**src/rtl/imtf_pkg.sv**
```systemverilog
// Shared types, constants and register indexes for the MFM track formatter.
// No dependencies; used by every module under rtl/.
`default_nettype none

package imtf_pkg;

    // Default for the size code ceiling parameter
    localparam int MAX_SIZE_CODE_DEF = 6;

    // Configuration register indexes
    localparam logic [2:0] CFG_CYLINDER   = 3'd0;
    localparam logic [2:0] CFG_HEAD       = 3'd1;
    localparam logic [2:0] CFG_SIZE_SHIFT = 3'd2;
    localparam logic [2:0] CFG_SECT_COUNT = 3'd3;
    localparam logic [2:0] CFG_FIRST_SECT = 3'd4;
    localparam logic [2:0] CFG_GAP3_LEN   = 3'd5;
    localparam logic [2:0] CFG_TRACK_LEN  = 3'd6;
    localparam logic [2:0] CFG_MODE       = 3'd7;

    localparam int CFG_IDX_W  = 3;
    localparam int CFG_DATA_W = 16;

    // Stream bytes
    localparam logic [7:0] BYTE_GAP  = 8'h4E;
    localparam logic [7:0] BYTE_SYNC = 8'h00;
    localparam logic [7:0] BYTE_A1   = 8'hA1;
    localparam logic [7:0] MARK_IAM  = 8'hFC;
    localparam logic [7:0] MARK_IDAM = 8'hFE;
    localparam logic [7:0] MARK_DDAM = 8'hF8;
    localparam logic [7:0] MARK_DAM  = 8'hFB;

    // CRC-16-CCITT
    localparam logic [15:0] CRC_POLY   = 16'h1021;
    localparam logic [15:0] CRC_PRESET = 16'hCDB4;

    // Section lengths in bytes
    localparam logic [14:0] LEN_GAP4A   = 15'd80;
    localparam logic [14:0] LEN_PRE     = 15'd16;
    localparam logic [14:0] LEN_GAP1    = 15'd50;
    localparam logic [14:0] LEN_IDFLD   = 15'd6;
    localparam logic [14:0] LEN_GAP2    = 15'd22;
    localparam logic [14:0] LEN_DCRC    = 15'd2;
    localparam logic [14:0] LEN_GAP3_DD = 15'd54;
    localparam logic [14:0] LEN_GAP3_HD = 15'd108;
    localparam logic [14:0] LEN_SECT128 = 15'd128;

    // Preamble positions
    localparam logic [13:0] PRE_SYNC_END = 14'd12;
    localparam logic [13:0] PRE_A1_END   = 14'd15;
    localparam logic [13:0] PRE_LAST_A1  = 14'd14;

    // ID field positions
    localparam logic [13:0] IDF_CYL    = 14'd0;
    localparam logic [13:0] IDF_HEAD   = 14'd1;
    localparam logic [13:0] IDF_SECT   = 14'd2;
    localparam logic [13:0] IDF_SIZE   = 14'd3;
    localparam logic [13:0] IDF_CRC_HI = 14'd4;

    typedef enum logic [3:0] {
        PH_GAP4A = 4'd0,
        PH_IAM   = 4'd1,
        PH_GAP1  = 4'd2,
        PH_IDPRE = 4'd3,
        PH_IDFLD = 4'd4,
        PH_GAP2  = 4'd5,
        PH_DPRE  = 4'd6,
        PH_DATA  = 4'd7,
        PH_DCRC  = 4'd8,
        PH_GAP3  = 4'd9,
        PH_FILL  = 4'd10,
        PH_DONE  = 4'd11
    } t_phase;

    typedef struct packed {
        logic [7:0]  cylinder_number;
        logic [7:0]  head_number;
        logic [2:0]  size_shift;
        logic [5:0]  sector_count;
        logic [7:0]  first_id;
        logic [7:0]  gap3_length;
        logic [15:0] track_len;
        logic [1:0]  mode_flags;
    } t_cfg;

    typedef struct packed {
        logic [7:0] out_byte;
        logic       out_valid;
        logic       data_taken;
        logic [5:0] sector_position;
        logic       track_done;
    } t_result;

endpackage

`default_nettype wire

```
**src/rtl/ibm_mfm_track_formatter_top.sv**
```systemverilog
// The result of a request is loaded into the output register when the request is accepted.
// Throughput: one request per cycle; a new request is taken while the output register
// drains, so the rate is set only by the downstream ready.
// Reset (synchronous, active low) clears the sequencer and the output valid flag and
// loads the configuration defaults; no clearing pass is needed.
// Top level of the MFM track formatter; depends on imtf_pkg, imtf_cfg, imtf_seq.
`default_nettype none

module ibm_mfm_track_formatter_top #(
    parameter int MAX_SIZE_CODE = imtf_pkg::MAX_SIZE_CODE_DEF
) (
    input  wire logic                              i_clk,
    input  wire logic                              i_rst_n,
    // Configuration write port
    input  wire logic                              i_cfg_we,
    input  wire logic [imtf_pkg::CFG_IDX_W-1:0]    i_cfg_idx,
    input  wire logic [imtf_pkg::CFG_DATA_W-1:0]   i_cfg_data,
    // Request channel
    input  wire logic                              i_valid,
    output logic                                   o_ready,
    input  wire logic                              i_kind,
    input  wire logic [7:0]                        i_data_byte,
    input  wire logic                              i_table_id_valid,
    input  wire logic [7:0]                        i_table_id,
    // Result channel
    output logic                                   o_valid,
    input  wire logic                              i_ready,
    output logic [7:0]                             o_out_byte,
    output logic                                   o_out_valid,
    output logic                                   o_data_taken,
    output logic [5:0]                             o_sector_position,
    output logic                                   o_track_done
);

    imtf_pkg::t_cfg    w_cfg;
    imtf_pkg::t_result w_result;
    imtf_pkg::t_result r_result;
    logic              r_valid;
    logic              w_accept;

    imtf_cfg u_cfg (
        .i_clk      (i_clk),
        .i_rst_n    (i_rst_n),
        .i_cfg_we   (i_cfg_we),
        .i_cfg_idx  (i_cfg_idx),
        .i_cfg_data (i_cfg_data),
        .o_cfg      (w_cfg)
    );

    imtf_seq #(
        .MAX_SIZE_CODE (MAX_SIZE_CODE)
    ) u_seq (
        .i_clk            (i_clk),
        .i_rst_n          (i_rst_n),
        .i_accept         (w_accept),
        .i_kind           (i_kind),
        .i_data_byte      (i_data_byte),
        .i_table_id_valid (i_table_id_valid),
        .i_table_id       (i_table_id),
        .i_cfg            (w_cfg),
        .o_result         (w_result)
    );

    // Request taken whenever the output register is empty or being drained
    assign o_ready  = !r_valid || i_ready;
    assign w_accept = i_valid && o_ready;

    // Output register
    always_ff @(posedge i_clk) begin
        if (!i_rst_n) begin
            r_valid <= 1'b0;
        end else if (o_ready) begin
            r_valid <= i_valid;
        end
    end

    always_ff @(posedge i_clk) begin
        if (w_accept) begin
            r_result <= w_result;
        end
    end

    assign o_valid           = r_valid;
    assign o_out_byte        = r_result.out_byte;
    assign o_out_valid       = r_result.out_valid;
    assign o_data_taken      = r_result.data_taken;
    assign o_sector_position = r_result.sector_position;
    assign o_track_done      = r_result.track_done;

    // A done result never carries a track byte
    a_done_no_byte: assert property (@(posedge i_clk) disable iff (!i_rst_n)
        (o_valid && o_track_done) |-> (!o_out_valid && !o_data_taken && o_out_byte == 8'd0))
        else $error("done result carries track data");

    // Sector data is only consumed on a valid track byte
    a_taken_valid: assert property (@(posedge i_clk) disable iff (!i_rst_n)
        (o_valid && o_data_taken) |-> o_out_valid)
        else $error("data taken without a track byte");

    // Every accepted request shows up in the output register next cycle
    a_accept_to_out: assert property (@(posedge i_clk) disable iff (!i_rst_n)
        w_accept |=> r_valid)
        else $error("accepted transaction lost");

endmodule

`default_nettype wire

```
**src/rtl/imtf_cfg.sv**
```systemverilog
// Configuration register bank for the MFM track formatter.
// Depends on imtf_pkg (register indexes, t_cfg).
`default_nettype none

module imtf_cfg (
    input  wire logic                              i_clk,
    input  wire logic                              i_rst_n,
    input  wire logic                              i_cfg_we,
    input  wire logic [imtf_pkg::CFG_IDX_W-1:0]    i_cfg_idx,
    input  wire logic [imtf_pkg::CFG_DATA_W-1:0]   i_cfg_data,
    output imtf_pkg::t_cfg                         o_cfg
);

    imtf_pkg::t_cfg r_cfg;

    // Register writes, reset to the power-on track layout
    always_ff @(posedge i_clk) begin
        if (!i_rst_n) begin
            r_cfg.cylinder_number <= 8'd0;
            r_cfg.head_number     <= 8'd0;
            r_cfg.size_shift      <= 3'd2;
            r_cfg.sector_count    <= 6'd9;
            r_cfg.first_id        <= 8'd1;
            r_cfg.gap3_length     <= 8'd0;
            r_cfg.track_len       <= 16'd12500;
            r_cfg.mode_flags      <= 2'd0;
        end else if (i_cfg_we) begin
            case (i_cfg_idx)
                imtf_pkg::CFG_CYLINDER:   r_cfg.cylinder_number <= i_cfg_data[7:0];
                imtf_pkg::CFG_HEAD:       r_cfg.head_number     <= i_cfg_data[7:0];
                imtf_pkg::CFG_SIZE_SHIFT: r_cfg.size_shift      <= i_cfg_data[2:0];
                imtf_pkg::CFG_SECT_COUNT: r_cfg.sector_count    <= i_cfg_data[5:0];
                imtf_pkg::CFG_FIRST_SECT: r_cfg.first_id        <= i_cfg_data[7:0];
                imtf_pkg::CFG_GAP3_LEN:   r_cfg.gap3_length     <= i_cfg_data[7:0];
                imtf_pkg::CFG_TRACK_LEN:  r_cfg.track_len       <= i_cfg_data[15:0];
                imtf_pkg::CFG_MODE:       r_cfg.mode_flags      <= i_cfg_data[1:0];
                default: begin
                end
            endcase
        end
    end

    assign o_cfg = r_cfg;

endmodule

`default_nettype wire

```
**src/rtl/imtf_crc.sv**
```systemverilog
// Byte-wide CRC-16-CCITT update, MSB first.
// Depends on imtf_pkg (polynomial).
`default_nettype none

module imtf_crc (
    input  wire logic [15:0] i_crc,
    input  wire logic [7:0]  i_byte,
    output logic      [15:0] o_crc
);

    // Eight shift steps folded into one combinational update
    always_comb begin
        logic [15:0] v_crc;
        v_crc = i_crc ^ {i_byte, 8'h00};
        for (int i = 0; i < 8; i++) begin
            if (v_crc[15]) begin
                v_crc = {v_crc[14:0], 1'b0} ^ imtf_pkg::CRC_POLY;
            end else begin
                v_crc = {v_crc[14:0], 1'b0};
            end
        end
        o_crc = v_crc;
    end

endmodule

`default_nettype wire

```
**src/rtl/imtf_seq.sv**
```systemverilog
// Track sequencer: section state, byte selection, CRC register, byte counter.
// Depends on imtf_pkg and imtf_crc.
`default_nettype none

module imtf_seq #(
    parameter int MAX_SIZE_CODE = imtf_pkg::MAX_SIZE_CODE_DEF
) (
    input  wire logic            i_clk,
    input  wire logic            i_rst_n,
    input  wire logic            i_accept,
    input  wire logic            i_kind,
    input  wire logic [7:0]      i_data_byte,
    input  wire logic            i_table_id_valid,
    input  wire logic [7:0]      i_table_id,
    input  wire imtf_pkg::t_cfg  i_cfg,
    output imtf_pkg::t_result    o_result
);

    imtf_pkg::t_phase r_phase, n_phase;
    logic [13:0]      r_count, n_count;
    logic [5:0]       r_sector, n_sector;
    logic [15:0]      r_crc, n_crc;
    logic [15:0]      r_total, n_total;
    logic             r_finished, n_finished;

    logic [15:0] w_crc_next;
    logic [7:0]  w_byte;
    logic [2:0]  w_eff_size;
    logic [14:0] w_len;
    logic [13:0] w_cnt_inc;
    logic        w_sect_end;
    logic        w_done;
    logic [7:0]  w_mark;

    // Size code clamped to the supported ceiling
    assign w_eff_size = (i_cfg.size_shift > 3'(MAX_SIZE_CODE)) ? 3'(MAX_SIZE_CODE)
                                                                : i_cfg.size_shift;

    imtf_crc u_crc (
        .i_crc  (r_crc),
        .i_byte (w_byte),
        .o_crc  (w_crc_next)
    );

    // Length of the current section
    always_comb begin
        case (r_phase)
            imtf_pkg::PH_GAP4A: w_len = imtf_pkg::LEN_GAP4A;
            imtf_pkg::PH_IAM,
            imtf_pkg::PH_IDPRE,
            imtf_pkg::PH_DPRE:  w_len = imtf_pkg::LEN_PRE;
            imtf_pkg::PH_GAP1:  w_len = imtf_pkg::LEN_GAP1;
            imtf_pkg::PH_IDFLD: w_len = imtf_pkg::LEN_IDFLD;
            imtf_pkg::PH_GAP2:  w_len = imtf_pkg::LEN_GAP2;
            imtf_pkg::PH_DATA:  w_len = imtf_pkg::LEN_SECT128 << w_eff_size;
            imtf_pkg::PH_DCRC:  w_len = imtf_pkg::LEN_DCRC;
            imtf_pkg::PH_GAP3: begin
                if (i_cfg.gap3_length != 8'd0) begin
                    w_len = {7'd0, i_cfg.gap3_length};
                end else if (i_cfg.mode_flags[0]) begin
                    w_len = imtf_pkg::LEN_GAP3_HD;
                end else begin
                    w_len = imtf_pkg::LEN_GAP3_DD;
                end
            end
            default:            w_len = 15'd0;
        endcase
    end

    assign w_mark     = i_cfg.mode_flags[1] ? imtf_pkg::MARK_DDAM : imtf_pkg::MARK_DAM;
    assign w_cnt_inc  = r_count + 14'd1;
    assign w_sect_end = (w_cnt_inc == 14'd0) || ({1'b0, w_cnt_inc} >= w_len);
    assign w_done     = r_finished || (r_phase == imtf_pkg::PH_DONE) ||
                        ((r_phase == imtf_pkg::PH_FILL) && (r_total >= i_cfg.track_len));

    // Byte selection for the current position
    always_comb begin
        case (r_phase)
            imtf_pkg::PH_IAM,
            imtf_pkg::PH_IDPRE,
            imtf_pkg::PH_DPRE: begin
                if (r_count < imtf_pkg::PRE_SYNC_END) begin
                    w_byte = imtf_pkg::BYTE_SYNC;
                end else if (r_count < imtf_pkg::PRE_A1_END) begin
                    w_byte = imtf_pkg::BYTE_A1;
                end else if (r_phase == imtf_pkg::PH_IAM) begin
                    w_byte = imtf_pkg::MARK_IAM;
                end else if (r_phase == imtf_pkg::PH_IDPRE) begin
                    w_byte = imtf_pkg::MARK_IDAM;
                end else begin
                    w_byte = w_mark;
                end
            end
            imtf_pkg::PH_IDFLD: begin
                case (r_count)
                    imtf_pkg::IDF_CYL:    w_byte = i_cfg.cylinder_number;
                    imtf_pkg::IDF_HEAD:   w_byte = i_cfg.head_number;
                    imtf_pkg::IDF_SECT:   w_byte = i_table_id_valid ? i_table_id
                                                 : i_cfg.first_id + {2'd0, r_sector};
                    imtf_pkg::IDF_SIZE:   w_byte = {5'd0, w_eff_size};
                    imtf_pkg::IDF_CRC_HI: w_byte = r_crc[15:8];
                    default:              w_byte = r_crc[7:0];
                endcase
            end
            imtf_pkg::PH_DATA:  w_byte = i_data_byte;
            imtf_pkg::PH_DCRC:  w_byte = (r_count == 14'd0) ? r_crc[15:8] : r_crc[7:0];
            default:            w_byte = imtf_pkg::BYTE_GAP;
        endcase
    end

    // Next state and result for an accepted transaction
    always_comb begin
        n_phase    = r_phase;
        n_count    = r_count;
        n_sector   = r_sector;
        n_crc      = r_crc;
        n_total    = r_total;
        n_finished = r_finished;

        o_result.out_byte        = 8'd0;
        o_result.out_valid       = 1'b0;
        o_result.data_taken      = 1'b0;
        o_result.sector_position = 6'd0;
        o_result.track_done      = 1'b0;

        if (!i_kind) begin
            // Start of a new track
            n_phase    = imtf_pkg::PH_GAP4A;
            n_count    = 14'd0;
            n_sector   = 6'd0;
            n_crc      = 16'd0;
            n_total    = 16'd0;
            n_finished = 1'b0;
        end else if (w_done) begin
            n_phase                  = imtf_pkg::PH_DONE;
            n_finished               = 1'b1;
            o_result.sector_position = r_sector;
            o_result.track_done      = 1'b1;
        end else begin
            o_result.out_byte        = w_byte;
            o_result.out_valid       = 1'b1;
            o_result.data_taken      = (r_phase == imtf_pkg::PH_DATA);
            o_result.sector_position = r_sector;

            // CRC register
            case (r_phase)
                imtf_pkg::PH_IAM,
                imtf_pkg::PH_IDPRE,
                imtf_pkg::PH_DPRE: begin
                    if (r_count == imtf_pkg::PRE_LAST_A1) begin
                        n_crc = imtf_pkg::CRC_PRESET;
                    end else if (r_count >= imtf_pkg::PRE_A1_END) begin
                        n_crc = w_crc_next;
                    end
                end
                imtf_pkg::PH_IDFLD: begin
                    if (r_count < imtf_pkg::IDF_CRC_HI) begin
                        n_crc = w_crc_next;
                    end
                end
                imtf_pkg::PH_DATA: n_crc = w_crc_next;
                default: begin
                end
            endcase

            if (r_total != 16'hFFFF) begin
                n_total = r_total + 16'd1;
            end

            // Section sequencing
            if (r_phase != imtf_pkg::PH_FILL) begin
                n_count = w_cnt_inc;
                if (w_sect_end) begin
                    n_count = 14'd0;
                    case (r_phase)
                        imtf_pkg::PH_GAP4A: n_phase = imtf_pkg::PH_IAM;
                        imtf_pkg::PH_IAM:   n_phase = imtf_pkg::PH_GAP1;
                        imtf_pkg::PH_GAP1:  n_phase = (i_cfg.sector_count == 6'd0)
                                                    ? imtf_pkg::PH_FILL : imtf_pkg::PH_IDPRE;
                        imtf_pkg::PH_IDPRE: n_phase = imtf_pkg::PH_IDFLD;
                        imtf_pkg::PH_IDFLD: n_phase = imtf_pkg::PH_GAP2;
                        imtf_pkg::PH_GAP2:  n_phase = imtf_pkg::PH_DPRE;
                        imtf_pkg::PH_DPRE:  n_phase = imtf_pkg::PH_DATA;
                        imtf_pkg::PH_DATA:  n_phase = imtf_pkg::PH_DCRC;
                        imtf_pkg::PH_DCRC:  n_phase = (({1'b0, r_sector} + 7'd1) >=
                                                       {1'b0, i_cfg.sector_count})
                                                    ? imtf_pkg::PH_FILL : imtf_pkg::PH_GAP3;
                        imtf_pkg::PH_GAP3: begin
                            n_sector = r_sector + 6'd1;
                            n_phase  = imtf_pkg::PH_IDPRE;
                        end
                        default:            n_phase = imtf_pkg::PH_DONE;
                    endcase
                end
            end
        end
    end

    // State registers
    always_ff @(posedge i_clk) begin
        if (!i_rst_n) begin
            r_phase    <= imtf_pkg::PH_GAP4A;
            r_count    <= 14'd0;
            r_sector   <= 6'd0;
            r_crc      <= 16'd0;
            r_total    <= 16'd0;
            r_finished <= 1'b0;
        end else if (i_accept) begin
            r_phase    <= n_phase;
            r_count    <= n_count;
            r_sector   <= n_sector;
            r_crc      <= n_crc;
            r_total    <= n_total;
            r_finished <= n_finished;
        end
    end

    // A start transaction always leaves the sequencer at the head of gap 4a
    a_start_clears: assert property (@(posedge i_clk) disable iff (!i_rst_n)
        (i_accept && !i_kind) |=> (r_phase == imtf_pkg::PH_GAP4A && r_count == 14'd0 &&
                                   !r_finished && r_total == 16'd0))
        else $error("start did not clear sequencer state");

    // The done flag and the done section go together
    a_finished_done: assert property (@(posedge i_clk) disable iff (!i_rst_n)
        r_finished |-> (r_phase == imtf_pkg::PH_DONE))
        else $error("finished flag set outside done section");

    // ID field and data CRC positions stay inside their sections
    a_short_sections: assert property (@(posedge i_clk) disable iff (!i_rst_n)
        ((r_phase == imtf_pkg::PH_IDFLD) |-> (r_count < 14'd6)) and
        ((r_phase == imtf_pkg::PH_DCRC) |-> (r_count < 14'd2)))
        else $error("byte position beyond section length");

    // Sector index only advances at the end of gap 3
    a_sector_step: assert property (@(posedge i_clk) disable iff (!i_rst_n)
        (i_accept && i_kind && r_sector != n_sector) |-> (r_phase == imtf_pkg::PH_GAP3))
        else $error("sector index moved outside gap 3");

endmodule

`default_nettype wire

```
**config.mk**
```make
export PLATFORM = sky130hd
export DESIGN_NAME = ibm_mfm_track_formatter_top
export DESIGN_NICKNAME = d
export VERILOG_FILES = /design/src/rtl/imtf_pkg.sv /design/src/rtl/ibm_mfm_track_formatter_top.sv /design/src/rtl/imtf_cfg.sv /design/src/rtl/imtf_crc.sv /design/src/rtl/imtf_seq.sv
export SDC_FILE = /design/constraint.sdc
export NUM_CORES = 1
export LEC_CHECK = 0
export BUFFER_PORTS_ARGS = -buffer_cell sky130_fd_sc_hd__buf_2
export CORE_MARGIN = 1
export CORE_UTILIZATION = 61
export CTS_CLUSTER_DIAMETER = 120
export DETAILED_ROUTE_END_ITERATION = 10
export HOLD_SLACK_MARGIN = 0.05
export PLACE_DENSITY = 0.8
export SYNTH_ARGS = -nofsm -noshare
export SYNTH_HDL_FRONTEND = slang
export SYNTH_HIERARCHICAL = 1
export SYNTH_SLANG_ARGS = --single-unit
```
**constraint.sdc**
```tcl
create_clock -name i_clk -period 4.86 [get_ports i_clk]
set_input_delay 0.972 -clock i_clk [delete_from_list [all_inputs] [get_ports i_clk]]
set_output_delay 0.972 -clock i_clk [all_outputs]
set_load 0.1 [all_outputs]
```
==> metrics.md, run 1 <==
| Metric | Value |
|---|---|
| Status | `completed` |
| Kind of cell adding the most delay to the critical path | `simple AND/OR/NAND/NOR gates` |
| Syn Nets | `around 1100` |
| Initial Utilization | `between 60 and 70%` |
| Critical path peak fanout | `24` |
| Synth Instances | `around 990` |
| Final ANT Viol Nets | `0` |
| TritonRoute pass-1 iters | `8` |
| Tcrit/Tclk final | `between 80% and 90%` |
| CTS resizes | `0` |
| Register share of total power | `42.6%` |
| Share of layout cells above drive strength 1 | `about 13%` |
| Sw frac | `a little over a quarter` |
| Post-Syn Area | `0.008553 mm^2` |
| Post-synth EDFFs | `17` |
| Final count of hold timing violations | `0` |
| Total power draw | `2.750 mW` |
| DR WL/cell | `roughly 19 um` |
| Num rows | `42` |
| Nets | `1114` |
| Max frequency | `around 0.25 GHz` |
| Initial antenna violation count | `0` |
| CP required | `between 5 and 6 ns` |
| Async S/R FF share, synth | `0%` |
| Slowest Stage Delay on Critical Path | `between 0.6 and 0.7 ns` |
| Port Buffers | `60` |
| Skew final | `approximately 0.0071 ns` |
| Max Slew Vio Count | `0` |
| Vias/cell | `6.243` |
| Routed WL | `22420 um` |
| HPWL after DPL | `16150 um` |
| Postcts setup bufs | `0` |
| CTS Hold Bufs | `0` |
| Iter 0 DRT Violations | `roughly 800` |
| Clock latency on the worst-skew pair | `between 0.4 and 0.5 ns` |
| Setup_tns | `0 ns` |
| DR vias | `~7600` |
| Vias in the first global route | `roughly 7000` |
| Largest net degree at the start of global routing | `52` |
| WHS Path Cells | `2` |
| Worst Setup End Kind | `flop` |
| Path depth of the worst reg2reg path | `13` |
| Synth Area per Inst | `between 8 and 9 um^2` |
| CP max stage cell | `nor2b_1` |
| Tmin final | `4.044 ns` |
| TritonCTS buffer count | `17` |
| Clk Tree Root Cell | `clkbuf_16` |
| WP depth | `13` |
| Crit path DAT | `~4.4 ns` |
| Worst VDD drop | `around 0.00025 V` |
| Clock share of power | `a little under half` |
| Final GP Congestion | `between 0.9 and 1` |
| First-pass GRT wire length | `about 36000 um` |
| Most frequent cells in the layout | `122 x nand2_1, 117 x dfxtp_1, 72 x mux2i_1` |
| Crit path kind | `reg2reg` |
| Worst slew pin tran | `between 1 and 1.5 ns` |
| Combinational cell fraction of total power | `between 10% and 20%` |
| Clk pin slew, worst setup/hold paths | `0.06 ns` |
| Top cells by area, synth | `dfxtp_1 27%, mux2i_1 8.4%, ha_1 7.0%, edfxtp_1 6.0%, nand2_1 5.4%` |
| P_leak | `~3.9 nW` |
| GRT Total Usage | `roughly 32%` |
| # setup viols final | `0` |
| Pwr dens | `289.7 mW/mm^2` |
| H-Tree Depth | `4` |
| Yosys warns | `6` |
| Internal power | `between 2 and 2.5 mW` |
| CP Cell Sequence | `nor2b_1, and2_1, o21ai_0, o21a_1, ha_1, nand4_1, o21a_1, o21ai_0, o2111ai_1, o211ai_4, nand2_2, or4_1, a211oi_2` |
| Max Cap Viol | `0` |
| CTS sink cnt | `134` |
| Drt drc | `0` |
| Cell variety after synth | `87` |
| Top-area cell type share of the netlist area | `27.38%` |
| Switching power | `between 700 and 800 uW` |
| CTS tree | `done` |
| # diodes | `0` |
| Die width | `120.4 um` |
| Area grow syn2layout | `10.99%` |
| Die area | `0.01450 mm^2` |
| Synth Flop Type | `dfxtp_1` |
| Unrepaired setup endpoints after global routing | `false` |
| Crit path buf inv count | `0` |
| CTS max path bufs | `2` |
| Yosys reg bits | `around 130` |
| Grt ovf | `0` |
| Die H | `120.4 um` |
| Hold WC Path Type | `reg2reg` |
| I/O pins | `61` |
| Headroom to the max-slew limit | `between 20% and 30%` |
| Most common cell after layout, fill and taps aside | `nand2_1` |
| Sequential area share after synthesis | `about a third` |
| CORE AREA | `approximately 0.013 mm^2` |
| Startpoint types | `flop` |
| Largest area contributor in the netlist | `dfxtp_1` |
==> area by class of cell <==
| class | instances | area [um^2] |
|---|---|---|
| Fill cell | 1075 | 3960 |
| Clock inverter | 9 | 88.84 |
| Tap cell | 176 | 220.2 |
| Timing Repair Buffer | 69 | 367.9 |
| Inverter | 41 | 153.9 |
| Clock buffer | 23 | 498.0 |
| Sequential cell | 134 | 2853 |
| Multi-Input combinational cell | 760 | 5311 |
==> kinds of logic after synthesis <==
kind of cell	count (synthesis)	synth area share, %
DFF	134	33.35
xor gates and xnor gates	56	7.856
adders and majority gates	49	7.256
AOI/OAI and AO/OA	201	15.39
muxes	75	8.821
and+or+nand+nor	379	22.78
buffers and inverters	94	4.550
==> sequential cells by signal, summed over array words and instances (netlist names), 4 cells and up <==
name and cells:
u_seq/r_crc 16, u_seq/r_phase 4, u_cfg/o_cfg 59, u_seq/r_total 16, o_sector_position 6, u_seq/r_count 14
u_seq/r_sector 6, o_out_byte 8
==> power groups by stage <==
| stage | Sequential [mW] | Clock [mW] | Combinational [mW] |
|---|---|---|---|
| after floorplan | 1.24 | 0 | 0.175 |
| after global placement | 1.19 | 0 | 0.298 |
| after detailed placement | 1.19 | 0 | 0.301 |
| after CTS | 1.17 | 1.29 | 0.303 |
| after global routing | 1.17 | 1.34 | 0.327 |
| final | 1.17 | 1.27 | 0.306 |
==> cell usage after synthesis, types with 6 or more instances <==
cell type  instances
nand2_1          122
dfxtp_1          117
mux2i_1           72
nor2_1            69
a21oi_1           65
ha_1              48
inv_1             41
clkbuf_1          37
nand3_1           37
o21ai_0           36
xnor2_1           34
nor2b_1           27
nor3_1            24
and2_1            21
a22oi_1           17
edfxtp_1          17
nand2b_1          13
and3_1            11
nand4_1           10
xor2_1             9
buf_2              8
o21a_1             8
a21o_1             7
a221oi_1           7
a31oi_1            7
o211ai_1           6
or3_1              6
or4_1              6
==> through the flow <==
stage / worst slack (ns) / util, % / instances / hold WS (ns) / cell area (um^2)
finish: 0.8163 / 70.56 / 1212 / 0.4609 / 9493
global route: 0.5696 / 70.56 / 1212 / 0.4775 / 9493
CTS: 0.9221 / 70.56 / 1212 / 0.4627 / 9493
detailed placement: 0.9557 / 66.20 / 1180 / 0.4483 / 8906
global placement: 1.076 / 66.20 / 1180 / 0.4441 / 8906
floorplan: 1.367 / - / 988 / 0.4347 / 8553
==> worst register-to-register path: cells and delay by family, from the launching register on <==
family	cells	cell delay (ns)
DFF	1	0.56
adders and majority gates	1	0.29
and+or+nand+nor	5	1.83
AOI/OAI and AO/OA	7	1.28
==> final timing paths <==
| kind | from | endpoint | slack (ns) |
|---|---|---|---|
| worst max-delay path | u_seq/r_phase[2] | u_seq/r_phase[2] | 0.82 |
| worst min-delay path | u_cfg/o_cfg[17] | u_cfg/o_cfg[17] | 0.46 |
| worst max register to register | u_seq/r_phase[2] | u_seq/r_phase[2] | 0.82 |
| worst min register to register | u_cfg/o_cfg[17] | u_cfg/o_cfg[17] | 0.46 |
==> per-layer routing <==
layer | track usage [%] | share of wire (%) | vias up
met5 | 0 | 0 | -
met4 | 14.51 | 3.0 | 0
met3 | 6.179 | 7.9 | 52
met2 | 50.47 | 45 | 367
met1 | 43.25 | 44 | 3546
li1 | - | - | 3601
No activity file was read; power rests on OpenSTA's default activity.
==> run 2: changes to the inputs <==
==> constraint.sdc (replaced) <==
create_clock -name i_clk -period 3.95 [get_ports i_clk]
set_input_delay 0.79 -clock i_clk [delete_from_list [all_inputs] [get_ports i_clk]]
set_output_delay 0.79 -clock i_clk [all_outputs]
set_load 0.1 [all_outputs]
==> run 2 against run 1 <==
  * Final area up 0.87%
  * Sequential share of layout area down 0.26 points
  * Sequential power grew 23%
  * Wire length is 2.2% higher
  * Setup slack got worse by 0.54 ns
  * Utilization grew 0.61 points
  * Via count is 2.3% higher
  * Largest cell class unchanged
==> metrics.md, run 2 (synthesized netlist as in run 1, its figures left out) <==
| Metric | Value |
|---|---|
| Most common cell after layout, fill and taps aside | `nand2_1` |
| Num rows | `42 (unchanged)` |
| Critical path peak fanout | `4 (-83%)` |
| P_leak | `4.004 nW (+1.4%)` |
| I/O pins | `61 (unchanged)` |
| Worst Setup End Kind | `flop` |
| HPWL after DPL | `16220 um (+0.40%)` |
| Die H | `120.4 um (unchanged)` |
| Largest net degree at the start of global routing | `86 (+65%)` |
| Final ANT Viol Nets | `0 (unchanged)` |
| CP Cell Sequence | `or4_1, or3_1, a21oi_1, a21oi_1, a311oi_1, a31oi_1, a31o_2, xnor2_1, xor3_1, o21ai_0, a21oi_1` |
| Initial Utilization | `63.58% (unchanged)` |
| Max reg flops | `59 (unchanged)` |
| Hold path start | `u_cfg/o_cfg[10]` |
| Iter 0 DRT Violations | `906 (+14%)` |
| Final count of hold timing violations | `0 (unchanged)` |
| Tmin final | `3.676 ns (-0.3682 ns)` |
| Setup WS pre-CTS | `0.3024 ns (-0.6533 ns)` |
| Area grow syn2layout | `11.95%` |
| Max frequency | `0.2721 GHz (+10%)` |
| Port Buffers | `60 (unchanged)` |
| Final Util | `71.18% (+0.61 points)` |
| WHS Path Cells | `2 (unchanged)` |
| Most frequent CP cell | `a21oi_1` |
| GRT Total Usage | `32.08% (-0.21 points)` |
| Headroom to the max-slew limit | `46.92% (+26 points)` |
| Vias/cell | `6.331 (+1.4%)` |
| Die width | `120.4 um (unchanged)` |
| Setup_tns | `0 ns (unchanged)` |
| CORE AREA | `0.01345 mm^2 (unchanged)` |
| Critical R2R Launch | `u_seq/r_count[10]` |
| Hold WC Path Type | `reg2reg` |
| Die area | `0.01450 mm^2 (unchanged)` |
| Path depth of the worst reg2reg path | `11 (-2)` |
| Nets | `1125 (+0.99%)` |
| WP depth | `11 (-2)` |
| Most frequent cells in the layout | `122 x nand2_1, 117 x dfxtp_1, 72 x mux2i_1` |
| WHS Endpoint | `u_cfg/o_cfg[10]` |
| TritonRoute pass-1 iters | `9 (+1)` |
| Crit path kind | `reg2reg` |
| Routed WL | `22930 um (+2.2%)` |
| CTS sink cnt | `134 (unchanged)` |
| Reg2reg setup slack | `0.27 ns (-0.54 ns)` |
| Pwr dens | `357.2 mW/mm^2 (+23%)` |
| Tcrit/Tclk final | `93.05% (+9.8 points)` |
| CTS max path bufs | `2 (unchanged)` |
| Drt drc | `0 (unchanged)` |
| CP max stage cell | `or4_1` |
| Startpoint types | `flop` |
| Crit path DAT | `3.96 ns (-0.43 ns)` |
| CTS tree | `done` |
| TritonCTS buffer count | `17 (unchanged)` |
| DR WL/cell | `18.76 um (+1.4%)` |
| Skew final | `0.01020 ns (+0.003052 ns)` |
| # setup viols final | `0 (unchanged)` |
| Setup WS post-layout | `0.2745 ns (-0.5418 ns)` |
| First-pass GRT wire length | `36050 um (-0.27%)` |
| Kind of cell adding the most delay to the critical path | `compound AO/OA/AOI/OAI gates` |
| Vias in the first global route | `7007 (+0.34%)` |
| Share of layout cells above drive strength 1 | `13.67% (+0.93 points)` |
| CTS Hold Bufs | `0 (unchanged)` |
| Grt ovf | `0 (unchanged)` |
| Unrepaired setup endpoints after global routing | `false` |
| Worst slew pin tran | `0.7961 ns (-0.3801 ns)` |
| CP required | `4.23 ns (-0.98 ns)` |
| Final GP Congestion | `0.9175 (-3.9%)` |
| Initial antenna violation count | `0 (unchanged)` |
| # diodes | `0 (unchanged)` |
| Crit path buf inv count | `0 (unchanged)` |
| Worst VDD drop | `0.0004137 V (+67%)` |
| Clock latency on the worst-skew pair | `0.43 ns (about the same)` |
| Reg2reg end | `u_seq/r_crc[14]` |
| Max Slew Vio Count | `0 (unchanged)` |
| Slowest Stage Delay on Critical Path | `0.63 ns (about the same)` |
| Max Cap Viol | `0 (unchanged)` |
| H-Tree Depth | `4 (unchanged)` |
| Clk Tree Root Cell | `clkbuf_16` |
| Status | `completed` |
| DR vias | `7737 (+2.3%)` |
| Clk pin slew, worst setup/hold paths | `0.06 ns (about the same)` |
-- run 2: cell types whose count changed in the layout (fill, tap and decap cells not counted) --
cell | before | now
clkinv_4 | 2 | 3
buf_4 | 9 | 20
clkbuf_8 | 5 | 1
bufinv_16 | 1 | 2
inv_8 | 0 | 1
clkbuf_1 | 1 | 0
inv_6 | 2 | 3
-- run 2: worst register-to-register path, cell delays in order, from the launching register on --
cell and delay (ns):
dfxtp_1 0.36, or4_1 0.63, or3_1 0.46, a21oi_1 0.27, a21oi_1 0.12, a311oi_1 0.28
a31oi_1 0.07, a31o_2 0.27, xnor2_1 0.47, xor3_1 0.33, o21ai_0 0.17, a21oi_1 0.10
-- run 2: cell type report --
type / count / area [um^2]
clock inverters: 13 / 147.6
flip-flops and latches: 134 / 2853
multi-input cells: 760 / 5311
clock buffers: 18 / 439.2
well taps: 176 / 220.2
inverters: 41 / 153.9
fillers: 1048 / 3877
repair buffers: 80 / 450.4
-- run 2: repair_timing --
action                                 CTS  global route
resized for setup                        0             0
setup endpoints to repair                0             2
setup buffers                            0             3
endpoints found under the hold margin    0             0
-- run 2: stage by stage --
stage / std cells / hold slack [ns] / instance area, um^2 / power, mW
2_1_floorplan: 988 / 0.4347 / 8553 / 1.744
3_3_place_gp: 1188 / 0.4441 / 8966 / 1.835
3_5_place_dp: 1188 / 0.4484 / 8966 / 1.842
4_1_cts: 1219 / 0.4579 / 9553 / 3.423
5_1_grt: 1222 / 0.4810 / 9575 / 3.521
6_report: 1222 / 0.4553 / 9575 / 3.420
-- run 2: per-layer routing --
layer | GRT usage [%] | part of all wire (%) | routed length, um
met3 | 5.660 | 7.0 | 1608
met2 | 49.89 | 45 | 10290
met5 | 0 | 0 | 0
met1 | 43.85 | 45 | 10250
met4 | 13.43 | 3.4 | 778
-- run 2: how the worst max path moves through the flow --
stage / from / to / slack (ns)
floorplan: u_seq/r_phase[0] / u_seq/r_count[10] / 0.46
global placement: u_seq/r_count[10] / u_seq/r_crc[7] / 0.43
detailed placement: u_seq/r_count[10] / u_seq/r_crc[14] / 0.30
CTS: u_seq/r_count[10] / u_seq/r_crc[7] / 0.24
global route: u_seq/r_count[1] / u_seq/r_phase[2] / 0.001
finish: u_seq/r_count[10] / u_seq/r_crc[14] / 0.27
-- run 2: power breakdown --
part           internal, mW  switching (mW)
sequential             1.41          0.0293
clock                 0.952           0.640
combinational         0.131           0.257
total                  2.49           0.926
